===== src/rtl/core/wpea_pkg.sv =====
// wpea_pkg: shared widths, register codes and control types of the waveform averager
// depends on nothing; imported by every other file of the block but wpea_ram
package wpea_pkg;

    // field widths
    localparam int POS_W      = 10;
    localparam int SMP_W      = 8;
    localparam int ACC_W      = 16;
    localparam int CNT_W      = 10;
    localparam int SHIFT_W    = 4;
    localparam int CFG_DATA_W = 10;
    localparam int CFG_IDX_W  = 1;

    // frame counter ceiling
    localparam logic [CNT_W-1:0] COUNT_MAX = {CNT_W{1'b1}};

    // parameter defaults
    localparam int POINTS_DEF   = 1024;
    localparam int CHANNELS_DEF = 2;

    // register reset values
    localparam logic [SHIFT_W-1:0] AVG_SHIFT_RST = SHIFT_W'(1);
    localparam logic [CNT_W-1:0]   WARMUP_RST    = CNT_W'(2);

    // configuration register indexes
    typedef enum logic [CFG_IDX_W-1:0] {
        CFG_AVG_SHIFT = 1'b0,
        CFG_WARMUP    = 1'b1
    } t_cfg_idx;

    // command codes
    localparam logic CMD_SAMPLE = 1'b0;
    localparam logic CMD_CLEAR  = 1'b1;

    // per-channel counter status for the item at the input
    typedef struct packed {
        logic ch_ok;
        logic seed;
        logic past_warmup;
    } t_cnt_info;

    // control bits that travel with an item into the update stage
    typedef struct packed {
        logic cmd;
        logic point_ok;
        logic seed;
        logic avg_en;
    } t_item_ctl;

endpackage


===== src/rtl/core/wpea_frame_ctr.sv =====
// wpea_frame_ctr: per-channel saturating frame counters and warm-up status
// depends on wpea_pkg
module wpea_frame_ctr import wpea_pkg::*; #(
    parameter int CHANNELS = CHANNELS_DEF
) (
    input  logic             i_clk,
    input  logic             i_rst_n,
    input  logic             i_accept,
    input  logic             i_cmd,
    input  logic             i_channel,
    input  logic             i_frame_end,
    input  logic [CNT_W-1:0] i_warmup,
    output t_cnt_info        o_info
);

    logic [CNT_W-1:0] r_count [CHANNELS];
    logic [CNT_W-1:0] n_count [CHANNELS];
    logic [CNT_W-1:0] sel_count;
    logic             ch_ok;

    // select the counter of the item's channel
    always_comb begin
        sel_count = '0;
        ch_ok     = 1'b0;
        for (int c = 0; c < CHANNELS; c++) begin
            if (32'(i_channel) == c) begin
                sel_count = r_count[c];
                ch_ok     = 1'b1;
            end
        end
    end

    assign o_info.ch_ok       = ch_ok;
    assign o_info.seed        = (sel_count == '0);
    assign o_info.past_warmup = (sel_count > i_warmup);

    // next counts: clear all, or advance the item's channel on frame end
    always_comb begin
        for (int c = 0; c < CHANNELS; c++) begin
            n_count[c] = r_count[c];
            if (i_accept) begin
                if (i_cmd == CMD_CLEAR) begin
                    n_count[c] = '0;
                end else if (32'(i_channel) == c && i_frame_end &&
                             r_count[c] != COUNT_MAX) begin
                    n_count[c] = r_count[c] + CNT_W'(1);
                end
            end
        end
    end

    always_ff @(posedge i_clk) begin
        if (!i_rst_n) begin
            for (int c = 0; c < CHANNELS; c++) begin
                r_count[c] <= '0;
            end
        end else begin
            r_count <= n_count;
        end
    end

endmodule


===== config.mk =====
export PLATFORM = sky130hd
export DESIGN_NAME = wpea_frame_ctr
export DESIGN_NICKNAME = d
export VERILOG_FILES = /design/src/rtl/core/wpea_pkg.sv /design/src/rtl/core/wpea_frame_ctr.sv
export SDC_FILE = /design/constraint.sdc
export NUM_CORES = 1
export LEC_CHECK = 0
export BUFFER_PORTS_ARGS = -buffer_cell sky130_fd_sc_hd__buf_4
export CAP_MARGIN = 20
export CORE_MARGIN = 5
export CORE_UTILIZATION = 60
export DETAILED_ROUTE_END_ITERATION = 12
export GPL_TIMING_DRIVEN = 0
export PLACE_DENSITY = 0.9
export REMOVE_ABC_BUFFERS = 1
export SYNTH_ARGS = -nofsm -noshare
export SYNTH_HDL_FRONTEND = slang
export SYNTH_SLANG_ARGS = --single-unit

===== constraint.sdc =====
create_clock -name i_clk -period 3.2 [get_ports i_clk]
set_input_delay 0 -clock i_clk [delete_from_list [all_inputs] [get_ports i_clk]]
set_output_delay 0 -clock i_clk [all_outputs]
set_load 0.1 [all_outputs]

# ---- Yosys cells after proc, flatten, opt, wreduce, memory -nomap -nowiden
# Cells that the tools add are included.
dict set report op_classes {
  addsub 2
  order_cmp 1
  n_eq_ne 2
  muxes 5
  n_bitwise 1
  n_reduce_logical 9
}
# cell count
set ops {}
lappend ops {{$mux W10} 5}
lappend ops {{$add A10 B1 Y10 const B} 2}
lappend ops {{$ne A10 B10 Y1 const B} 2}
lappend ops {{$gt A10 B10 Y1} 1}
lappend ops {{$logic_not A10 Y1} 1}
lappend ops {{$logic_and A1 B1 Y1} 4}
lappend ops {{$reduce_and A2 Y1} 2}
lappend ops {{$reduce_bool A2 Y1} 2}
lappend ops {{$not A1 Y1} 1}
dict set report word_totals {
  reg_bits 20
  in_bits 16
  out_inout_bits 3
  elab_cells 22
}

# ---- Depth between registers and ports, before layout
# Gate-level depths: netlist of the first run.
dict set report logic_depth {
  word_depth 5
  depth_mapped 7
}

# ---- Worst setup path after synthesis of the first run
# OpenSTA, ideal clock, no wires.
dict set report synth_path {
  path_kind {register to output}
  startpoint {reg r_count[14] (netlist name)}
  endpoint {out o_info[0] (netlist name)}
  arrival_time_ns 2.876
  setup_slack_ns 0.324
  path_stages_with_launch 8
  n_path_buf 1
  cell_sequence {dfxtp_1 buf_2 mux2_2 ha_1 nand2_1 nor3_1 a221oi_1 a32oi_1}
}
# item line_no
set synth_lines {}
lappend synth_lines {{from (decl)} wpea_frame_ctr.sv:16} ;# logic [CNT_W-1:0] r_count [CHANNELS];
lappend synth_lines {{from (signal assigned)} wpea_frame_ctr.sv:58} ;# r_count <= n_count;
lappend synth_lines {{to (decl)} wpea_frame_ctr.sv:13} ;# output t_cnt_info o_info

==> results_dict.tcl, run 1 <==
set metrics [dict create \
    run_status "finished, final reports clean" \
    net-switching-power_mw 0.134 \
    comb_power_share_pct 16.0 \
    cts.sinks 20 \
    syn_avg_cell_area_sq_um 8.40 \
    insertedDiodeCount 0 \
    setup_viol 0 \
    synth_top_family_by_area "simple AND/OR/NAND/NOR gates" \
    crit_family "simple AND/OR/NAND/NOR gates" \
    rrSetupSlack_ns 1.23 \
    grt_pass1_wl_mm 7.14 \
    place_hpwl_mm 3.11 \
    largest_reg_flops 20 \
    slew_headroom_pct 54.8 \
    synth-xor-area-share_pct 0 \
    cp_slowest_stage_delay_ns 0.39 \
    fin_nets 236 \
    multiInputGateArea_sq_um 1120 \
    via_per_inst 6.80 \
    pwr_density_cell_nw_per_um2 257 \
    synthToLayoutAreaGrowth_pct 9.50 \
    crit_path_end "o_info[0]" \
    finalHoldViolCount 0 \
    clkTransAtPathRegs_ns 0.11 \
    intPower_mw 0.323 \
    synthMuxAreaShare_pct 7.49 \
    ys_ff_latch 20 \
    power_mw 0.457 \
    htreeDepth 1 \
    io-pin-count 19 \
    drtIter0Drc 89 \
    synth_edf_count 0 \
    largest_register "r_count" \
    max-vdd-ir-drop_mv 0.241 \
    die_h_um 62.0 \
    ant_nets 0 \
    initial_core_util_pct 64.2 \
    grt_pass1_vias 1610 \
    period_share_pct 75.4 \
    worst_ep_required_time_ns 3.20 \
    dp.cells 232 \
    path_cells "mux2_2, ha_1, nand4_1, nor3_1, a221oi_1, a32oi_1, buf_4" \
    p_clk_share_pct 29.0 \
    p_sw_share_pct 29.3 \
    cts-root-buf "clkbuf_4" \
    synth_compound_area_share_pct 25.1 \
    via_count 1604 \
    fmax_mhz 414 \
    ys_seq_area_share_pct 24.7 \
    tns_ns 0 \
    cts_tree "done" \
    ys_warn_count 0 \
    tightest_slew_ns 0.672 \
    timing.rr.start "r_count[10]$_SDFFE_PN0P_" \
    synth_cells 193 \
    die-area_sq_um 3840 \
    cap_viol_max_count 0 \
    ys_types 49 \
    critPathMaxFanout 6 \
    antenna_found_initial 0 \
    nFillCells 199 \
    drc 0 \
    p_leak_nw 0.711 \
    synth_ff_type "dfxtp_1" \
    drt-pass1-iter-count 4 \
    clkLatencyLatePin_ns 0.32 \
    yosys.area_share.simple_pct 27.3 \
    hold_class "input pin to flip-flop" \
    worstRegToRegCells 5 \
    final-max-slew-violation-count 0 \
    worstSetupEndpointType "primary output" \
    seqCellArea_sq_um 400 \
    cp.depth 7 \
    crit_start "r_count[17]$_SDFFE_PN0P_" \
    num_rows 18 \
    stdcell_count 236 \
    die_x_um 62.0 \
    syn_area_sq_um 1620 \
    async_reset_ff_share_pct 0 \
    critPathKind "flip-flop to primary output" \
    critPathLaunchType "flip-flop" \
    grt_start_max_net_pins 31 \
    routed_wl_mm 4.16 \
    core_area_sq_um 2520 \
    place_congestion 0.876 \
    cts_made_buffers 3 \
    drive_gt1_share_pct 18.0 \
    crit_path_top_delay_cell "dfxtp_1" \
    min_period_ns 2.41 \
    critPathArrivalTime_ns 2.41 \
    routedWlPerCell_um 17.6 \
    critPathBufInv 1 \
    port_buffers 17 \
    clk_path_buf_depth 2 \
    track_usage_pct 24.9 \
    synthAdderAreaFrac_pct 9.27 \
    overflow 0 \
    reg_top3 "r_count x20" \
    rsz0062_at_grt "no" \
    seqPwrFrac_pct 55.0 \
    skew_ns 0.000897 \
    r2r_end "r_count[10]$_SDFFE_PN0P_" \
]
## routing by layer
metal	track usage (%)	vias to the layer above	part of all wire (%)
li1	-	770	-
met1	31.4	742	41
met2	40.5	82	49
met3	3.31	10	7.7
met4	13.6	0	2.1
met5	0	-	0
## power groups by stage
stage | combinational, mW | sequential [mW] | clock (mW)
floorplan | 0.0377 | 0.256 | 0
global placement | 0.0674 | 0.257 | 0
detailed placement | 0.0716 | 0.257 | 0
CTS | 0.0725 | 0.251 | 0.129
global route | 0.0792 | 0.252 | 0.142
finish | 0.0730 | 0.251 | 0.132
## what timing repair did
action / 4_1_cts / 5_1_grt
buffers inserted: 0 / 0
hold endpoints to repair: 2 / 0
hold buffers: 1 / 0
gates resized for setup: 0 / 0
## worst reg2reg max path: cells and delay by family, from the launching register on
| family | cells | cell delay [ns] |
|---|---|---|
| AO/OA/AOI/OAI | 2 | 0.32 |
| AND/OR/NAND/NOR | 2 | 0.80 |
| adder cells (fa/ha/maj) | 1 | 0.31 |
| flip-flops | 1 | 0.47 |
## cells in the mapped netlist, types with 3 or more instances
library cell / count / area (sq um)
ha_1: 12 / 150
clkbuf_1: 3 / 11.3
a21o_1: 4 / 30.0
nor4_1: 4 / 25.0
nor2_1: 9 / 33.8
nor2b_1: 4 / 25.0
nor3_1: 10 / 50.1
mux2_2: 9 / 101
a31oi_1: 5 / 31.3
o221a_1: 7 / 78.8
buf_4: 3 / 22.5
o21ai_0: 15 / 75.1
dfxtp_1: 20 / 400
nand2_1: 11 / 41.3
and3_1: 4 / 25.0
a21oi_1: 11 / 55.1
inv_1: 13 / 48.8
nand3_1: 4 / 20.0
nand4_1: 4 / 25.0
## area by class of cell
class,instances,share of cell area [%]
repair buffers,18,7.76
clock buffers,3,1.27
multi-input cells,151,63.3
inverters,14,2.96
flip-flops and latches,20,22.6
well taps,30,2.12
## through the flow
stage                     util, %  hold WS (ns)  setup WS [ns]  area, sq um
after floorplan                 -         0.118          0.327         1580
after global placement       69.0         0.324           1.29         1740
after detailed placement     69.0         0.338           1.15         1740
after CTS                    70.3         0.127          0.779         1770
after global routing         70.3         0.147          0.684         1770
final                        70.3         0.126          0.787         1770
## layout by cell type (no fill, tap or decap), types with 2 or more instances in the layout
master | synthesis | final
o21ai_0 | 15 | 15
or4b_1 | 2 | 2
mux2_2 | 9 | 9
o21a_1 | 2 | 2
or2_2 | 2 | 2
nor2b_1 | 4 | 4
and3_1 | 4 | 4
o31ai_1 | 2 | 2
o21ai_1 | 2 | 2
buf_4 | 3 | 17
ha_1 | 12 | 12
nand4b_1 | 2 | 2
o221a_1 | 7 | 7
nor3_1 | 10 | 10
a31oi_1 | 5 | 5
inv_1 | 13 | 13
and4_1 | 2 | 2
nor4_1 | 4 | 4
and4b_1 | 2 | 2
clkbuf_4 | 0 | 3
nand2_1 | 11 | 11
a21o_1 | 4 | 4
mux2i_1 | 2 | 2
nor2_1 | 9 | 9
dfxtp_1 | 20 | 20
o21bai_1 | 2 | 2
nand3_1 | 4 | 4
a21oi_1 | 11 | 11
nand4_1 | 4 | 4
## worst min-delay path by stage
| stage | slack, ns | start | depth (start not counted) | endpoint |
|---|---|---|---|---|
| 2_1_floorplan | 0.12 | i_rst_n | 1 | r_count[5]$_SDFFE_PN0P_ |
| 5_1_grt | 0.15 | i_accept | 4 | r_count[14]$_SDFFE_PN0P_ |
| 6_report | 0.13 | i_accept | 4 | r_count[14]$_SDFFE_PN0P_ |
| 3_3_place_gp | 0.32 | i_rst_n | 2 | r_count[5]$_SDFFE_PN0P_ |
| 4_1_cts | 0.13 | i_accept | 4 | r_count[14]$_SDFFE_PN0P_ |
| 3_5_place_dp | 0.34 | i_rst_n | 2 | r_count[5]$_SDFFE_PN0P_ |
## kinds of logic after synthesis
logic type	after synthesis
simple gates	69
compound gates	58
buf+inv	22
flops	20
fa+ha+maj	12
mux	11
other cells	1
Note: power is estimated with default switching activity, not from simulation.
==> run 2: changes to the inputs <==
Settings changed: CORE_UTILIZATION 60 to 52, PLACE_DENSITY 0.9 to 0.83.
Clock period 3.2 ns to 1.97 ns, I/O delays scaled along.
==> run 2 against run 1 <==
Combinational power up 74%. Largest power group unchanged. Clock power up 51%. Sequential power up 58%. Routed wire length up 4.2%. The flow now finishes with violations (setup timing). Core utilization down 3.1 points. Critical path depth unchanged. Critical path type unchanged. Hold slack worse by 0.12 ns. Global-route usage down 3.6 points. Critical endpoint unchanged. Sequential share of layout area down 0.87 points. Count of clock-buffer cells in the layout unchanged. Largest cell class unchanged.
==> results_dict.tcl, run 2 (synthesized netlist as in run 1, its figures left out) <==
set metrics [dict create \
    grt_start_max_net_pins 31 \
    r2r_end "r_count[13]$_SDFFE_PN0P_" \
    core_area_sq_um 3030 \
    routedWlPerCell_um 16.6 \
    rrSetupSlack_ns 0.12 \
    place_hpwl_mm 2.85 \
    port_buffers 17 \
    via_per_inst 6.39 \
    tightest_slew_ns 0.493 \
    htreeDepth 1 \
    setup_viol 1 \
    num_rows 20 \
    drc 0 \
    period_share_pct 106 \
    final-max-slew-violation-count 0 \
    cts_made_buffers 3 \
    synthToLayoutAreaGrowth_pct 25.6 \
    cts-root-buf "clkbuf_4" \
    slew_headroom_pct 66.9 \
    clk_path_buf_depth 2 \
    hold_start "i_rst_n" \
    cts.sinks 20 \
    setup_ws_ns -0.122 \
    min_to "r_count[5]$_SDFFE_PN0P_" \
    critPathKind "flip-flop to primary output" \
    clkTransAtPathRegs_ns 0.11 \
    reg_top3 "r_count x20" \
    holdBufCountCts 0 \
    largest_reg_flops 20 \
    hold_class "input pin to flip-flop" \
    critPathLaunchType "flip-flop" \
    pwr_density_cell_nw_per_um2 355 \
    min_path_cells 2 \
    initial_core_util_pct 53.5 \
    finalHoldViolCount 0 \
    critPathArrivalTime_ns 2.09 \
    timing.rr.start "r_count[11]$_SDFFE_PN0P_" \
    crit_start "r_count[9]$_SDFFE_PN0P_" \
    largest_register "r_count" \
    io-pin-count 19 \
    ant_nets 0 \
    violations "setup timing" \
    dp_slack_ns 0.0323 \
    place_congestion 0.830 \
    cts_tree "done" \
    worstRegToRegCells 5 \
    max-vdd-ir-drop_mv 0.231 \
    rsz0062_at_grt "yes" \
    layout_common_cells "buf_4 (28), o21ai_0 (14), inv_1 (13)" \
    grt_pass1_wl_mm 7.09 \
    insertedDiodeCount 0 \
    skew_ns 0.000522 \
    run_status "complete, but fails checks" \
    die_x_um 65.8 \
    fin_nets 247 \
    track_usage_pct 21.2 \
    worstSetupEndpointType "primary output" \
    drtIter0Drc 84 \
    drive_gt1_share_pct 34.6 \
    antenna_found_initial 0 \
    overflow 0 \
    critPathMaxFanout 5 \
    via_count 1667 \
    whs_ns 0.00478 \
    fmax_mhz 478 \
    die-area_sq_um 4330 \
    routed_wl_mm 4.33 \
    die_h_um 65.8 \
    cap_viol_max_count 0 \
    p_leak_nw 0.798 \
    drt-pass1-iter-count 4 \
    clkLatencyLatePin_ns 0.30 \
    final_common_cell "buf_4" \
    grt_pass1_vias 1528 \
    worst_ep_required_time_ns 1.97 \
    min_period_ns 2.09 \
]
run 2: changes by cell type in the layout (fill, tap and decap cells not counted), sizes merged:
cell / change
buf: +12
dlygate4sd3: -1
run 2: stage by stage:
stage | total power, mW | cell area [sq um] | TNS, ns | instances | util (%)
6_report | 0.723 | 2040 | -0.122 | 261 | 67.2
5_1_grt | 0.756 | 2040 | -0.224 | 261 | 67.2
4_1_cts | 0.719 | 1930 | -0.117 | 255 | 63.8
3_5_place_dp | 0.532 | 1760 | 0 | 246 | 58.1
3_3_place_gp | 0.529 | 1760 | 0 | 246 | 58.1
2_1_floorplan | 0.478 | 1580 | -0.903 | 185 | -
run 2: how the worst max path moves through the flow:
stage,endpoint,slack (ns),cells past startpoint
floorplan,o_info[0],-0.90,6
global placement,o_info[0],0.03,7
detailed placement,o_info[0],0.03,7
global route,o_info[0],-0.22,7
finish,o_info[0],-0.12,7
CTS,o_info[0],-0.12,7
run 2: what timing repair did:
| action | in CTS | in global routing |
|---|---|---|
| pin swaps | 3 | 3 |
| setup endpoints to repair | 1 | 17 |
| setup buffers | 6 | 6 |
| gates resized for setup | 29 | 13 |
| gates cloned | 0 | 0 |
run 2: where the power goes:
| group | internal [mW] | switching (mW) |
|---|---|---|
| combinational | 0.0500 | 0.0768 |
| clock | 0.0715 | 0.128 |
| sequential | 0.394 | 0.00258 |
| total | 0.516 | 0.207 |
run 2: cell type report:
type,count,area (sq um)
clock buffer,3,22.5
fill,233,992
inverter,14,52.6
multi-input combinational,151,1240
sequential,20,442
tap,44,55.1
timing repair buffer,29,221
run 2: worst max-delay path, cell delays in order, from the launching register on:
cell      delay (ns)
dfxtp_2         0.35
mux2_2          0.31
ha_4            0.29
nand4_1         0.11
nor3_2          0.19
a221oi_2        0.08
a32oi_1         0.19
buf_6           0.26
run 2: routing by layer:
layer  vias to the layer above  global-route usage (%)  wire, um
li1                        792                       -         -
met1                       782                    26.4      1870
met3                        15                    3.57       312
met2                        78                    34.5      2000
met4                         0                    11.7       148
met5                         -                       0         0
