[config.mk]
export PLATFORM = sky130hd
export DESIGN_NAME = wpea_update_flat
export DESIGN_NICKNAME = d
export VERILOG_FILES = /design/src/rtl/core/wpea_pkg.sv /design/src/rtl/core/wpea_out_if.sv /design/src/rtl/core/wpea_update.sv /design/src/flat_wrapper.sv
export SDC_FILE = /design/constraint.sdc
export NUM_CORES = 1
export LEC_CHECK = 0
export BUFFER_PORTS_ARGS = -buffer_cell sky130_fd_sc_hd__buf_2
export CAP_MARGIN = 5
export CORE_AREA = 5 5 149 151
export CTS_BUF_LIST = sky130_fd_sc_hd__clkbuf_16
export DETAILED_ROUTE_END_ITERATION = 10
export DIE_AREA = 0 0 154 156
export PLACE_DENSITY = 0.39
export SLEW_MARGIN = 20
export SYNTH_ARGS = -nofsm -noshare
export SYNTH_HDL_FRONTEND = slang
export SYNTH_SLANG_ARGS = --single-unit
export TNS_END_PERCENT = 30
[constraint.sdc]
create_clock -name i_clk -period 7 [get_ports i_clk]
set_input_delay 0.7 -clock i_clk [delete_from_list [all_inputs] [get_ports i_clk]]
set_output_delay 0.7 -clock i_clk [all_outputs]
set_load 0.01 [all_outputs]
[src/rtl/core/wpea_pkg.sv]
// wpea_pkg: shared widths, register codes and control types of the waveform averager
// depends on nothing; imported by every other file of the block but wpea_ram
package wpea_pkg;

    // field widths
    localparam int POS_W      = 10;
    localparam int SMP_W      = 8;
    localparam int ACC_W      = 16;
    localparam int CNT_W      = 10;
    localparam int SHIFT_W    = 4;
    localparam int CFG_DATA_W = 10;
    localparam int CFG_IDX_W  = 1;

    // frame counter ceiling
    localparam logic [CNT_W-1:0] COUNT_MAX = {CNT_W{1'b1}};

    // parameter defaults
    localparam int POINTS_DEF   = 1024;
    localparam int CHANNELS_DEF = 2;

    // register reset values
    localparam logic [SHIFT_W-1:0] AVG_SHIFT_RST = SHIFT_W'(1);
    localparam logic [CNT_W-1:0]   WARMUP_RST    = CNT_W'(2);

    // configuration register indexes
    typedef enum logic [CFG_IDX_W-1:0] {
        CFG_AVG_SHIFT = 1'b0,
        CFG_WARMUP    = 1'b1
    } t_cfg_idx;

    // command codes
    localparam logic CMD_SAMPLE = 1'b0;
    localparam logic CMD_CLEAR  = 1'b1;

    // per-channel counter status for the item at the input
    typedef struct packed {
        logic ch_ok;
        logic seed;
        logic past_warmup;
    } t_cnt_info;

    // control bits that travel with an item into the update stage
    typedef struct packed {
        logic cmd;
        logic point_ok;
        logic seed;
        logic avg_en;
    } t_item_ctl;

endpackage

[src/rtl/core/wpea_out_if.sv]
// wpea_out_if: result item channel (valid, ready, averaged sample)
// depends on wpea_pkg
interface wpea_out_if import wpea_pkg::*; ();
    logic             valid;
    logic             ready;
    logic [SMP_W-1:0] sample_out;
    logic             averaged;

    modport source (output valid, sample_out, averaged, input ready);
    modport sink   (input valid, sample_out, averaged, output ready);
endinterface

[src/rtl/core/wpea_update.sv]
// wpea_update: read-modify-write stage with write forwarding, plus output register
// depends on wpea_pkg, wpea_out_if
module wpea_update import wpea_pkg::*; #(
    parameter int AW = 11
) (
    input  logic               i_clk,
    input  logic               i_rst_n,
    input  logic               i_accept,
    input  t_item_ctl          i_ctl,
    input  logic [SMP_W-1:0]   i_sample,
    input  logic [AW-1:0]      i_addr,
    input  logic [ACC_W-1:0]   i_rdata,
    input  logic [SHIFT_W-1:0] i_avg_shift,
    output logic               o_in_ready,
    output logic               o_we,
    output logic [AW-1:0]      o_waddr,
    output logic [ACC_W-1:0]   o_wdata,
    wpea_out_if.source         o_out
);

    // update stage registers
    logic               r_s1_valid;
    t_item_ctl          r_s1_ctl;
    logic [SMP_W-1:0]   r_s1_sample;
    logic [AW-1:0]      r_s1_addr;

    // last memory write, for an item whose read raced it
    logic               r_fwd_valid;
    logic [AW-1:0]      r_fwd_addr;
    logic [ACC_W-1:0]   r_fwd_data;

    // output register
    logic               r_out_valid;
    logic [SMP_W-1:0]   r_out_sample;
    logic               r_out_avg;

    logic               advance;
    logic [ACC_W-1:0]   base;
    logic [ACC_W-1:0]   acc;
    logic [SMP_W-1:0]   result;
    logic               avg_bit;

    assign advance    = r_s1_valid && (!r_out_valid || o_out.ready);
    assign o_in_ready = !r_s1_valid || advance;

    // accumulator update
    always_comb begin
        if (r_s1_ctl.seed) begin
            base = ACC_W'(r_s1_sample);
        end else if (r_fwd_valid && r_fwd_addr == r_s1_addr) begin
            base = r_fwd_data;
        end else begin
            base = i_rdata;
        end
        acc = base - (base >> i_avg_shift) + ACC_W'(r_s1_sample);
        if (r_s1_ctl.cmd == CMD_CLEAR) begin
            result  = '0;
            avg_bit = 1'b0;
        end else if (r_s1_ctl.point_ok && r_s1_ctl.avg_en) begin
            result  = SMP_W'(acc >> i_avg_shift);
            avg_bit = 1'b1;
        end else begin
            result  = r_s1_sample;
            avg_bit = 1'b0;
        end
    end

    assign o_we    = advance && r_s1_ctl.cmd == CMD_SAMPLE && r_s1_ctl.point_ok;
    assign o_waddr = r_s1_addr;
    assign o_wdata = acc;

    // stage and output control
    always_ff @(posedge i_clk) begin
        if (!i_rst_n) begin
            r_s1_valid  <= 1'b0;
            r_out_valid <= 1'b0;
            r_fwd_valid <= 1'b0;
        end else begin
            if (o_in_ready) begin
                r_s1_valid <= i_accept;
            end
            if (advance) begin
                r_out_valid <= 1'b1;
            end else if (o_out.ready) begin
                r_out_valid <= 1'b0;
            end
            if (o_we) begin
                r_fwd_valid <= 1'b1;
            end
        end
    end

    // payload registers
    always_ff @(posedge i_clk) begin
        if (i_accept) begin
            r_s1_ctl    <= i_ctl;
            r_s1_sample <= i_sample;
            r_s1_addr   <= i_addr;
        end
        if (o_we) begin
            r_fwd_addr <= r_s1_addr;
            r_fwd_data <= acc;
        end
        if (advance) begin
            r_out_sample <= result;
            r_out_avg    <= avg_bit;
        end
    end

    assign o_out.valid      = r_out_valid;
    assign o_out.sample_out = r_out_sample;
    assign o_out.averaged   = r_out_avg;

endmodule

[src/flat_wrapper.sv]
// flat-port wrapper written by rule: the top's interface ports become plain ports
module wpea_update_flat import wpea_pkg::*;
#(
    parameter int AW = 11
)
  (i_clk, i_rst_n, i_accept, i_ctl, i_sample, i_addr, i_rdata, i_avg_shift, o_in_ready, o_we, o_waddr, o_wdata, o_out_valid, o_out_sample_out, o_out_averaged, o_out_ready);
  wpea_out_if o_out_i ();
  input  logic i_clk;
  input  logic i_rst_n;
  input  logic i_accept;
  input  t_item_ctl i_ctl;
  input  logic [SMP_W-1:0] i_sample;
  input  logic [AW-1:0] i_addr;
  input  logic [ACC_W-1:0] i_rdata;
  input  logic [SHIFT_W-1:0] i_avg_shift;
  output logic o_in_ready;
  output logic o_we;
  output logic [AW-1:0] o_waddr;
  output logic [ACC_W-1:0] o_wdata;
  output wire logic [$bits(o_out_i.valid)-1:0] o_out_valid;
  output wire logic [$bits(o_out_i.sample_out)-1:0] o_out_sample_out;
  output wire logic [$bits(o_out_i.averaged)-1:0] o_out_averaged;
  input wire logic [$bits(o_out_i.ready)-1:0] o_out_ready;
  assign o_out_valid = o_out_i.valid;
  assign o_out_sample_out = o_out_i.sample_out;
  assign o_out_averaged = o_out_i.averaged;
  assign o_out_i.ready = o_out_ready;
  wpea_update #(.AW(AW)) u_core (.i_clk(i_clk), .i_rst_n(i_rst_n), .i_accept(i_accept), .i_ctl(i_ctl), .i_sample(i_sample), .i_addr(i_addr), .i_rdata(i_rdata), .i_avg_shift(i_avg_shift), .o_in_ready(o_in_ready), .o_we(o_we), .o_waddr(o_waddr), .o_wdata(o_wdata), .o_out(o_out_i));
endmodule
Yosys cells after proc, flatten, opt, wreduce, memory -nomap -nowiden
Index checks and enable logic that the tools add are counted.

Register bits after elaboration: 62. Input bits: 47. Output and inout bits: 39.

$add $sub $neg: 2. Equal/unequal tests: 1. Shifts and indexed selects: 2. Muxes and demuxes: 6. Bitwise gates (word level): 1. Reductions and logical operators: 10.

Operators with widths (count): 16-bit 2-to-1 mux (2); 16-bit by 8-bit adder with 16-bit output (1); 16-bit by 4-bit right shift with 16-bit output (1); 16-bit by 4-bit right shift with 8-bit output (1); 16-bit subtractor (1); 11-bit == test (1); 8-bit 2-to-1 mux (1); 1-bit logical AND (5); 1-bit 2-to-1 mux (3); 1-bit logical NOT (2); 1-bit logical OR (2); 2-bit nonzero test (1); 1-bit NOT (1).

Logic depth before layout (Yosys ltp)
Gate-level depths: netlist of run 1.

Word-level depth: 9. Depth in mapped cells: 24. Gate-level depth less buffers: 22.

Worst setup path before layout of run 1
OpenSTA, ideal clock, no wires.

Path type: register -> register. Start point: reg u_core.r_s1_addr[1], in the netlist u_core.o_waddr[1]. End point: reg u_core.r_out_sample[7], in the netlist u_core.o_out.sample_out[7] (data pin). Library setup time: 167 ps. Arrival time: 5508 ps. Data required time: 6833 ps. Slack: 1325 ps. Cell stages (with the launch flop): 22. Path buffers: 2. Cell sequence: edfxtp_1 -> xnor2_1 -> and4_1 -> buf_2 -> and3_4 -> buf_6 -> mux4_2 -> and3_1 -> a221oi_1 -> mux2i_1 -> a211o_1 -> fa_1 -> inv_1 -> ha_1 -> a211oi_1 -> o211ai_1 -> and4b_1 -> nor3_1 -> nor2_1 -> o31a_1 -> a211o_1 -> a211oi_1.

Word-level cells in the longest chain between the ends: 9.

RTL lines: start: declaration (line wpea_update.sv:25) `logic [AW-1:0] r_s1_addr;`; start signal: assignment (line wpea_update.sv:98) `r_s1_addr <= i_addr;`; 11-bit == test * (line wpea_update.sv:50) `end else if (r_fwd_valid && r_fwd_addr == r_s1_addr) begin`; 1-bit logical AND * (line wpea_update.sv:50); 16-bit 2-to-1 mux * (line wpea_update.sv:50); 16-bit 2-to-1 mux * (line wpea_update.sv:48) `if (r_s1_ctl.seed) begin`; 16-bit by 4-bit right shift with 16-bit output (line wpea_update.sv:55) `acc = base - (base >> i_avg_shift) + ACC_W'(r_s1_sample);`; 16-bit subtractor * (line wpea_update.sv:55); 16-bit by 8-bit adder with 16-bit output * (line wpea_update.sv:55); via o_wdata[11] (line flat_wrapper.sv:19) `output logic [ACC_W-1:0] o_wdata;`; 16-bit by 4-bit right shift with 8-bit output * (line wpea_update.sv:60) `result = SMP_W'(acc >> i_avg_shift);`; 8-bit 2-to-1 mux * (line wpea_update.sv:59) `end else if (r_s1_ctl.point_ok && r_s1_ctl.avg_en) begin`; end signal: assignment (line wpea_update.sv:105) `r_out_sample <= result;`; end: declaration (line wpea_update.sv:34) `logic [SMP_W-1:0] r_out_sample;`.

Mark *: on every way through the listed nets, which the timed path passes. The rest lies on a longest branch. A chain may end at the register's enable or synchronous reset.

Final worst setup path of run 1
Start point: reg u_core.r_s1_addr[7], in the netlist u_core.o_waddr[7]. End point: out o_wdata[14].

Word-level cells in the longest chain between the ends: 7.

RTL lines (line): 11-bit == test * (wpea_update.sv:50); 1-bit logical AND * (wpea_update.sv:50); 16-bit 2-to-1 mux * (wpea_update.sv:50); 16-bit 2-to-1 mux * (wpea_update.sv:48); 16-bit by 4-bit right shift with 16-bit output (wpea_update.sv:55); 16-bit subtractor * (wpea_update.sv:55); 16-bit by 8-bit adder with 16-bit output * (wpea_update.sv:55); end: declaration (flat_wrapper.sv:19).

Every way passes the cells marked *; elsewhere a longest branch is shown, timed or not.

==> results of run 1 <==
[per-stage QoR]
| stage | power, uW | setup slack (ps) | hold slack [ps] | cells | instance area (um^2) |
|---|---|---|---|---|---|
| 6_report | 1680 | 384 | 496 | 864 | 6060 |
| 5_1_grt | 1790 | 52.5 | 513 | 864 | 6060 |
| 4_1_cts | 1690 | 284 | 500 | 863 | 6050 |
| 3_5_place_dp | 1260 | 363 | 486 | 847 | 5790 |
| 3_3_place_gp | 1280 | 366 | 476 | 847 | 5790 |
| 2_1_floorplan | 953 | 1320 | 454 | 501 | 5040 |
[cell usage after synthesis (3+ instances only)]
library cell	number	area, um^2
a211o_1	3	26.3
a211oi_1	12	90.1
a21o_1	12	90.1
a21oi_1	25	125
a221oi_1	4	35.0
a311o_1	3	30.0
a311oi_1	5	43.8
a31oi_1	8	50.1
and2_1	5	31.3
and3_1	8	50.1
and4_1	3	26.3
buf_1	4	15.0
buf_6	3	33.8
clkbuf_1	20	75.1
dfxtp_1	3	60.1
edfxtp_1	59	1770
fa_1	8	160
ha_1	23	288
inv_1	44	165
mux2_2	3	33.8
mux2i_1	21	210
mux4_2	12	270
nand2_1	33	124
nand3_1	10	50.1
nand4_1	15	93.8
nor2_1	24	90.1
nor2b_1	5	31.3
nor3_1	7	35.0
o211a_1	3	30.0
o211ai_1	16	120
o21a_1	5	37.5
o21ai_0	15	75.1
o21ai_1	3	15.0
o31ai_1	13	97.6
or2_1	3	18.8
or3_1	3	18.8
xnor2_1	14	123
[timing repair]
action,in CTS,in global routing
gates resized for setup,0,2
endpoints found under the setup margin,0,2
buffers inserted,0,1
[state kept, by name, indices dropped and copies added, names as in the netlist]
register                 count
u_core.r_fwd_data           16
u_core.o_waddr              11
u_core.r_fwd_addr           11
u_core.o_out.sample_out      8
u_core.r_s1_sample           8
u_core.r_s1_ctl              4
u_core.o_out.averaged        1
u_core.o_out.valid           1
u_core.r_fwd_valid           1
u_core.r_s1_valid            1
[worst register-to-register path, stage by stage, from the launching register on]
cell and delay, ps:
edfxtp_1 420, xnor2_1 240, and4_1 420, and3_4 390
mux2_4 330, mux2_4 270, mux4_2 500, mux4_2 490
ha_1 290, inv_1 60, ha_1 190, inv_1 70
fa_1 410, nor2b_1 180, o211ai_1 180, a21boi_0 260
xnor2_1 260, inv_1 280, mux4_2 540, a2111oi_0 460
nor4b_1 100
[power groups by stage]
stage / sequential [uW] / combinational, uW / clock [uW]
floorplan: 472 / 481 / 0
global placement: 473 / 805 / 0
detailed placement: 473 / 791 / 0
CTS: 466 / 799 / 420
global route: 468 / 879 / 438
finish: 465 / 803 / 408
[final cells by class]
class	count	area, um^2	share of cell area (%)
multi-input combinational	366	2910	48.1
sequential	62	1830	30.2
timing repair buffer	100	538	8.88
tap	275	344	5.68
clock buffer	9	225	3.72
inverter	45	169	2.79
clock inverter	7	40.0	0.660
[logic make-up after synthesis]
group / Yosys count
XOR/XNOR: 16
flip-flops: 62
multiplexers: 39
AND/OR/NAND/NOR: 129
AO/OA/AOI/OAI: 151
buffers and inverters: 73
adder cells (fa/ha/maj): 31
[routing by layer]
| layer | vias to the layer above | track usage [%] |
|---|---|---|
| met5 | - | 0 |
| met3 | 25 | 2.97 |
| li1 | 2105 | - |
| met1 | 2181 | 20.6 |
| met2 | 177 | 24.4 |
| met4 | 0 | 5.51 |
[worst max path at each step]
stage	start	endpoint
after floorplan	u_core.o_waddr[1]	u_core.o_out.sample_out[7]
after global placement	u_core.o_waddr[3]	u_core.o_out.sample_out[2]
after detailed placement	u_core.o_waddr[10]	u_core.o_out.sample_out[2]
after CTS	u_core.o_waddr[10]	o_wdata[14]
after global routing	u_core.o_waddr[9]	o_wdata[14]
final	u_core.o_waddr[7]	o_wdata[14]
==> reports/results.tsv, run 1 <==
metric	value	unit
FF-to-FF path depth	20	
Skew-Pair Late Insertion Delay	340	ps
largest net degree at the start of global routing	30	
Reg2Reg Capture Point	u_core.o_out.sample_out[2]	
unique cell type count in the Yosys netlist	72	
H-tree depth	3	
combinational share of power	47.9	%
total track usage	15.2	%
routed wl met3	1070	um
Clock Path Buffers	2	
DR WL/cell	21.3	um
largest family of logic cells by synthesized area	compound AO/OA/AOI/OAI gates	
CTS tree	yes	
Slowest-stage cell, CP	fa_1	
Post-Synth Simple-Gate Area	13.3	%
share of layout cells above drive strength 1	23.4	%
die height	156	um
drt drc	0	
final clock skew	11.3	ps
Mapped Cells	501	
Port Buffers	85	
GP Congestion	0.902	
nets	662	
compound-cell area share of the yosys netlist	21.8	%
Syn Area/Cell	10.1	um^2
startpoint types	register	
clock slew at reported path FFs	50	ps
synthesis-to-finish area growth	20.3	%
initial antenna violation count	0	
# IOs	86	
CP max FO	11	
WHS Path Cells	0	
sequential share of power	27.8	%
Adder-Cell Fraction of Synth Area	8.89	%
Sw Pwr	693	uW
final core utilization	29.3	%
cts hold-fix bufs	0	
Hold Crit Start	u_core.o_waddr[2]	
Final period util	94.5	%
root buf cell	clkbuf_16	
Max Freq	151	MHz
Sink Count	62	
maximum vdd drop	0.0958	mV
Core Footprint	0.0207	mm^2
switching share of power	41.4	%
Post-synth ARST share	0	%
WHS Endpoint	u_core.r_fwd_addr[2]	
critical path arrival	5920	ps
antenna cells	0	
max_slew headroom	38.4	%
worst setup path class	register to output pin	
post-synthesis register bit count	62	
CP Buf/Inv Count	2	
most frequent CP cell	mux2_4	
Mapped Area	0.00504	mm^2
cts bufs inserted	9	
multiplexer share of the synthesized area	11.0	%
Final Hold Viols	0	
first-pass GRT wire length	28200	um
Crit path depth	17	
hpwl dp	14500	um
RSZ-0062 raised after global routing	false	
min-delay worst type	register to register	
CP endpoint kind	output pin	
Max Transition Viols Final	0	
1st-pass router iterations	5	
Reg2Reg Launch Point	u_core.o_waddr[7]	
Slew @ Worst Pin	921	ps
Max Cap Viol	0	
die area	0.0240	mm^2
Routed Antenna Nets	0	
met1 wire length	8320	um
Initial Util	24.4	%
CP top delay family	simple AND/OR/NAND/NOR gates	
r2r setup slk	420	ps
Yosys warnings	0	
most frequent cells in the layout	85 x buf_2, 59 x edfxtp_1, 45 x inv_1	
Power Density	276	mW/mm^2
Die Wd	154	um
post-synthesis sequential area ratio	36.3	%
most common cell after layout, fill and taps aside	buf_2	
final setup fails	0	
crit path time final	6620	ps
WL met2	8480	um
Synth Flop Type	edfxtp_1	
Mapped Nets	579	
Post-Synth XOR/XNOR Area	2.78	%
Layout fillers	2234	
total routed wirelength	18400	um
worst stage delay on the critical path	520	ps
Core Rows	53	
top layer in use	met4	
setup TNS after final layout	0	ps
status	finished, final reports clean	
vias after detailed routing	4488	
grt total ovfl	0	
critical path data required time	6300	ps
P_int	983	uW
vias per inst	5.19	
1st-iter DRT viols	340	
clock power share	24.3	%
CP Cell Sequence	xnor2_1, and4_1, and3_4, mux2_4, mux2_4, mux4_2, a22oi_1, nand2_1, fa_1, inv_1, ha_1, a21oi_1, nor2b_1, a211oi_1, or2_1, o311ai_4, buf_2	
vias in the first global route	4613	
EDFF count, synth	59	
Leak	0.00242	uW
(Power assumes the default switching activity.)
==> run 2: changes to the inputs <==
Settings changed: GPL_TIMING_DRIVEN from default to 0.
==> reports/results.tsv, run 2 (synthesized netlist as in run 1, its figures left out) <==
metric	value	unit
Leak	0.00240	uW
vias in the first global route	4693	
met1 wire length	8480	um
maximum vdd drop	0.122	mV
r2r setup slk	460	ps
share of layout cells above drive strength 1	21.4	%
Place WS	-197	ps
die height	156	um
vias per inst	5.19	
root buf cell	clkbuf_16	
area occupied by multi-input gates	0.00293	mm^2
Layout fillers	2244	
Reg2Reg Launch Point	u_core.o_waddr[3]	
antenna cells	0	
worst setup path class	register to output pin	
status	finished, final reports clean	
Port Buffers	83	
critical path data required time	6300	ps
1st-iter DRT viols	306	
final clock skew	6.01	ps
Initial Util	24.4	%
CP Cell Sequence	xnor2_1, and4_1, buf_6, and3_4, buf_6, mux4_2, and3_1, a221oi_1, mux2i_1, a211o_1, fa_1, inv_1, ha_1, a211oi_1, o211ai_1, nand4_1, a31oi_2, o211a_1, nor2_2, buf_2	
final setup fails	0	
CP endpoint kind	output pin	
DR WL/cell	22.0	um
Core Footprint	0.0207	mm^2
max_slew headroom	42.4	%
Finished Layout Cells	877	
H-tree depth	3	
drt drc	0	
Power Density	270	mW/mm^2
CP top delay family	compound AO/OA/AOI/OAI gates	
Routed Antenna Nets	0	
Sink Count	62	
Max Transition Viols Final	0	
clock slew at reported path FFs	50	ps
cts bufs inserted	9	
WL met2	9100	um
total routed wirelength	19300	um
crit path time final	6760	ps
CP max FO	10	
first-pass GRT wire length	29200	um
Reg2Reg Capture Point	u_core.o_out.sample_out[2]	
Max Freq	148	MHz
Skew-Pair Late Insertion Delay	320	ps
placed insts	860	
grt total ovfl	0	
1st-pass router iterations	4	
top layer in use	met4	
GP Congestion	0.907	
Max Cap Viol	0	
min-delay worst type	register to register	
Final Hold Viols	0	
startpoint types	register	
Slew @ Worst Pin	862	ps
Core Rows	53	
worst stage delay on the critical path	560	ps
total track usage	15.8	%
largest net degree at the start of global routing	30	
RSZ-0062 raised after global routing	true	
max reg flops	16	
most frequent CP cell	buf_6	
initial antenna violation count	0	
Final period util	96.6	%
critical path arrival	6060	ps
vias after detailed routing	4555	
Register Area	0.00183	mm^2
most common cell after layout, fill and taps aside	buf_2	
Crit path depth	20	
CTS tree	yes	
synthesis-to-finish area growth	21.2	%
FF-to-FF path depth	22	
die area	0.0240	mm^2
nets	675	
critical path capture point	o_wdata[15]	
Die Wd	154	um
largest register by flop count	u_core.r_fwd_data	
most frequent cells in the layout	84 x buf_2, 59 x edfxtp_1, 46 x inv_1	
CP Buf/Inv Count	4	
# IOs	86	
hpwl dp	15600	um
Slowest-stage cell, CP	mux4_2	
Clock Path Buffers	2	
routed wl met3	1070	um
cts hold-fix bufs	0	
Critical Path Start	u_core.o_waddr[3]	
worst setup margin	238	ps
[run 2: cell count changes in the layout (fill, tap and decap cells not counted), sizes merged]
cell,delta
clkbuf,+20
buf,-7
[run 2: repair_timing]
item                                    4_1_cts  5_1_grt
hold endpoints to repair                      0        0
pin swaps                                     1        1
endpoints found under the setup margin        1        9
gates resized for setup                       1        6
setup buffers                                 1        0
[run 2: cell type report]
| type | instances | share of cell area [%] |
|---|---|---|
| repair buffers | 85 | 7.25 |
| inverters | 45 | 2.76 |
| clock inverters | 7 | 0.553 |
| flip-flops and latches | 62 | 30.0 |
| well taps | 275 | 5.63 |
| clock buffers | 9 | 3.69 |
| multi-input cells | 366 | 48.0 |
| plain buffers | 28 | 2.11 |
[run 2: how the worst min path moves through the flow]
stage,start,end,slack [ps],depth (start not counted)
floorplan,u_core.r_fwd_valid,u_core.r_fwd_valid,450,1
global placement,u_core.o_waddr[7],u_core.r_fwd_addr[7],480,0
detailed placement,u_core.o_waddr[7],u_core.r_fwd_addr[7],490,0
CTS,u_core.o_waddr[7],u_core.r_fwd_addr[7],500,0
global route,u_core.o_waddr[0],u_core.r_fwd_addr[0],510,0
finish,u_core.o_waddr[7],u_core.r_fwd_addr[7],500,0
[run 2: where the power goes]
group          leakage (uW)  internal, uW  switching (uW)
registers          0.000580           451            12.4
logic               0.00169           284             517
clock network      0.000135           233             155
[run 2: through the flow]
stage | setup TNS, ps | hold WS (ps) | total power, uW | instance area (um^2) | util, %
floorplan | 0 | 454 | 953 | 5040 | -
global placement | -1170 | 484 | 1260 | 5800 | 28.0
detailed placement | -246 | 488 | 1250 | 5820 | 28.1
CTS | 0 | 500 | 1660 | 6090 | 29.4
global route | -137 | 515 | 1760 | 6110 | 29.5
finish | 0 | 502 | 1650 | 6110 | 29.5
[run 2: layer usage]
metal	track usage, %	vias up
met5	0	-
met4	6.64	0
met3	2.94	31
met2	25.8	166
met1	20.7	2222
li1	-	2136
[run 2: worst reg2reg max path, cell delays in order (launching register included)]
cell and delay, ps:
edfxtp_1 430, xnor2_1 300, and4_1 250, buf_6 140, and3_4 210, buf_6 180
mux2i_1 220, o21ai_0 240, mux4_2 560, mux4_2 500, ha_1 280, inv_1 60
ha_1 190, inv_1 70, fa_1 400, nor2b_1 170, o211ai_1 190, a21boi_1 240
xnor2_1 240, inv_1 230, mux4_2 540, a2111oi_1 530, nor4b_1 110
==> run 3: changes to the inputs <==
Settings changed: CORE_AREA 5 5 149 151 to 5 5 100 102, DIE_AREA 0 0 154 156 to 0 0 105 107, GPL_TIMING_DRIVEN 0 to default, PLACE_DENSITY 0.39 to 0.78.
==> reports/results.tsv, run 3 (synthesized netlist as in run 1, its figures left out) <==
metric	value	unit
DR WL/cell	22.5	um
grt total ovfl	0	
CTS tree	yes	
Layout fillers	758	
# IOs	86	
1st-iter DRT viols	553	
Core Footprint	0.00902	mm^2
met2 usage	46.4	%
r2r setup slk	470	ps
largest register by flop count	u_core.r_fwd_data	
share of layout cells above drive strength 1	22.4	%
final clock skew	10.4	ps
Slew @ Worst Pin	793	ps
RSZ-0062 raised after global routing	false	
WHS Endpoint	u_core.r_fwd_addr[6]	
status	finished, final reports clean	
Post CTS Setup Buffer Count	0	
CP max FO	11	
setup TNS after final layout	0	ps
GP Congestion	1.00	
Max Freq	150	MHz
drt drc	0	
FF-to-FF path depth	19	
worst setup path class	register to output pin	
root buf cell	clkbuf_16	
max reg flops	16	
critical path arrival	5950	ps
die height	107	um
total track usage	28.1	%
vias per inst	6.66	
Reg2Reg Capture Point	u_core.o_out.sample_out[2]	
total routed wirelength	15600	um
Sink Count	62	
1st-pass router iterations	5	
final core utilization	64.5	%
grt met3 use	7.34	%
Routed Antenna Nets	0	
synthesis-to-finish area growth	15.4	%
CP endpoint kind	output pin	
Leak	0.00238	uW
startpoint types	register	
largest net degree at the start of global routing	30	
Power Density	280	mW/mm^2
Hold Crit Start	u_core.o_waddr[6]	
hpwl dp	11900	um
min-delay worst type	register to register	
H-tree depth	3	
grt peak-use layer	met2	
Initial Util	55.9	%
Final Hold Viols	0	
die area	0.0112	mm^2
Clock Path Buffers	2	
WHS Path Cells	0	
vias in the first global route	4578	
most common cell after layout, fill and taps aside	buf_2	
Skew-Pair Late Insertion Delay	340	ps
Die Wd	105	um
crit path time final	6650	ps
met1 Usage GRT	35.0	%
critical path data required time	6300	ps
Port Buffers	85	
Reg2Reg Launch Point	u_core.o_waddr[5]	
cts bufs inserted	9	
clock slew at reported path FFs	60	ps
first-pass GRT wire length	24700	um
Max Transition Viols Final	0	
nets	654	
maximum vdd drop	0.205	mV
cts hold-fix bufs	0	
max_slew headroom	47.0	%
Max Cap Viol	0	
vias after detailed routing	4610	
final setup fails	0	
most frequent cells in the layout	85 x buf_2, 59 x edfxtp_1, 44 x inv_1	
Core Rows	35	
Final period util	94.9	%
initial antenna violation count	0	
antenna cells	0	
-- run 3: cell types whose count changed in the layout (fill, tap and decap cells not counted), moves of 3 or more --
| cell | delta |
|---|---|
| buf_6 | -3 |
| buf_1 | -4 |
| buf_4 | +6 |
| clkbuf_1 | -20 |
-- run 3: repair_timing --
item,in CTS,in global routing
hold endpoints to repair,0,0
endpoints found under the setup margin,0,1
gates resized for setup,0,1
-- run 3: per-stage QoR --
stage	hold WS (ps)	setup WS [ps]	cells	total power [uW]	cell area (um^2)
after floorplan	454	1320	501	953	5040
after global placement	473	678	676	1180	5530
after detailed placement	482	590	676	1200	5530
after CTS	495	397	692	1620	5810
after global routing	512	71.4	692	1710	5820
final	493	355	692	1630	5820
-- run 3: final cells by class --
cell class	count	area, um^2	share of cell area (%)
flip-flops and latches	62	1830	31.5
repair buffers	92	478	8.22
well taps	111	139	2.39
clock inverters	7	57.6	0.990
multi-input cells	366	2920	50.1
clock buffers	9	225	3.87
inverters	45	169	2.90
-- run 3: how the worst max path moves through the flow --
stage	from	to	slack, ps
floorplan	u_core.o_waddr[1]	u_core.o_out.sample_out[7]	1320
global placement	u_core.o_waddr[3]	u_core.o_out.sample_out[2]	680
detailed placement	u_core.o_waddr[3]	u_core.o_out.sample_out[2]	590
CTS	u_core.o_waddr[3]	o_wdata[12]	400
global route	u_core.o_waddr[7]	o_wdata[15]	70
finish	u_core.o_waddr[5]	o_wdata[14]	350
-- run 3: power breakdown --
part	switching, uW	internal [uW]	total (uW)
logic	460	281	741
registers	14.5	451	465
clock network	176	243	420
total	651	975	1630
-- run 3: per-layer routing --
layer  share of wire (%)  wire [um]  vias up
met2                  48       7420      284
met3                 9.7       1510       51
li1                    -          -     2095
met5                   0          0        -
met4                 3.8        597        0
met1                  39       6070     2180
-- run 3: critical path, stage by stage (launching register included) --
cell and delay, ps:
edfxtp_1 430, xnor2_1 230, and4_1 440, and3_4 380
mux2_4 320, mux2_4 280, mux2i_1 200, mux2i_1 120
mux4_2 520, fa_1 510, inv_1 60, ha_1 350
nor2b_1 170, o211ai_1 350, a211oi_1 200, or2_1 340
o311ai_4 500, buf_2 220
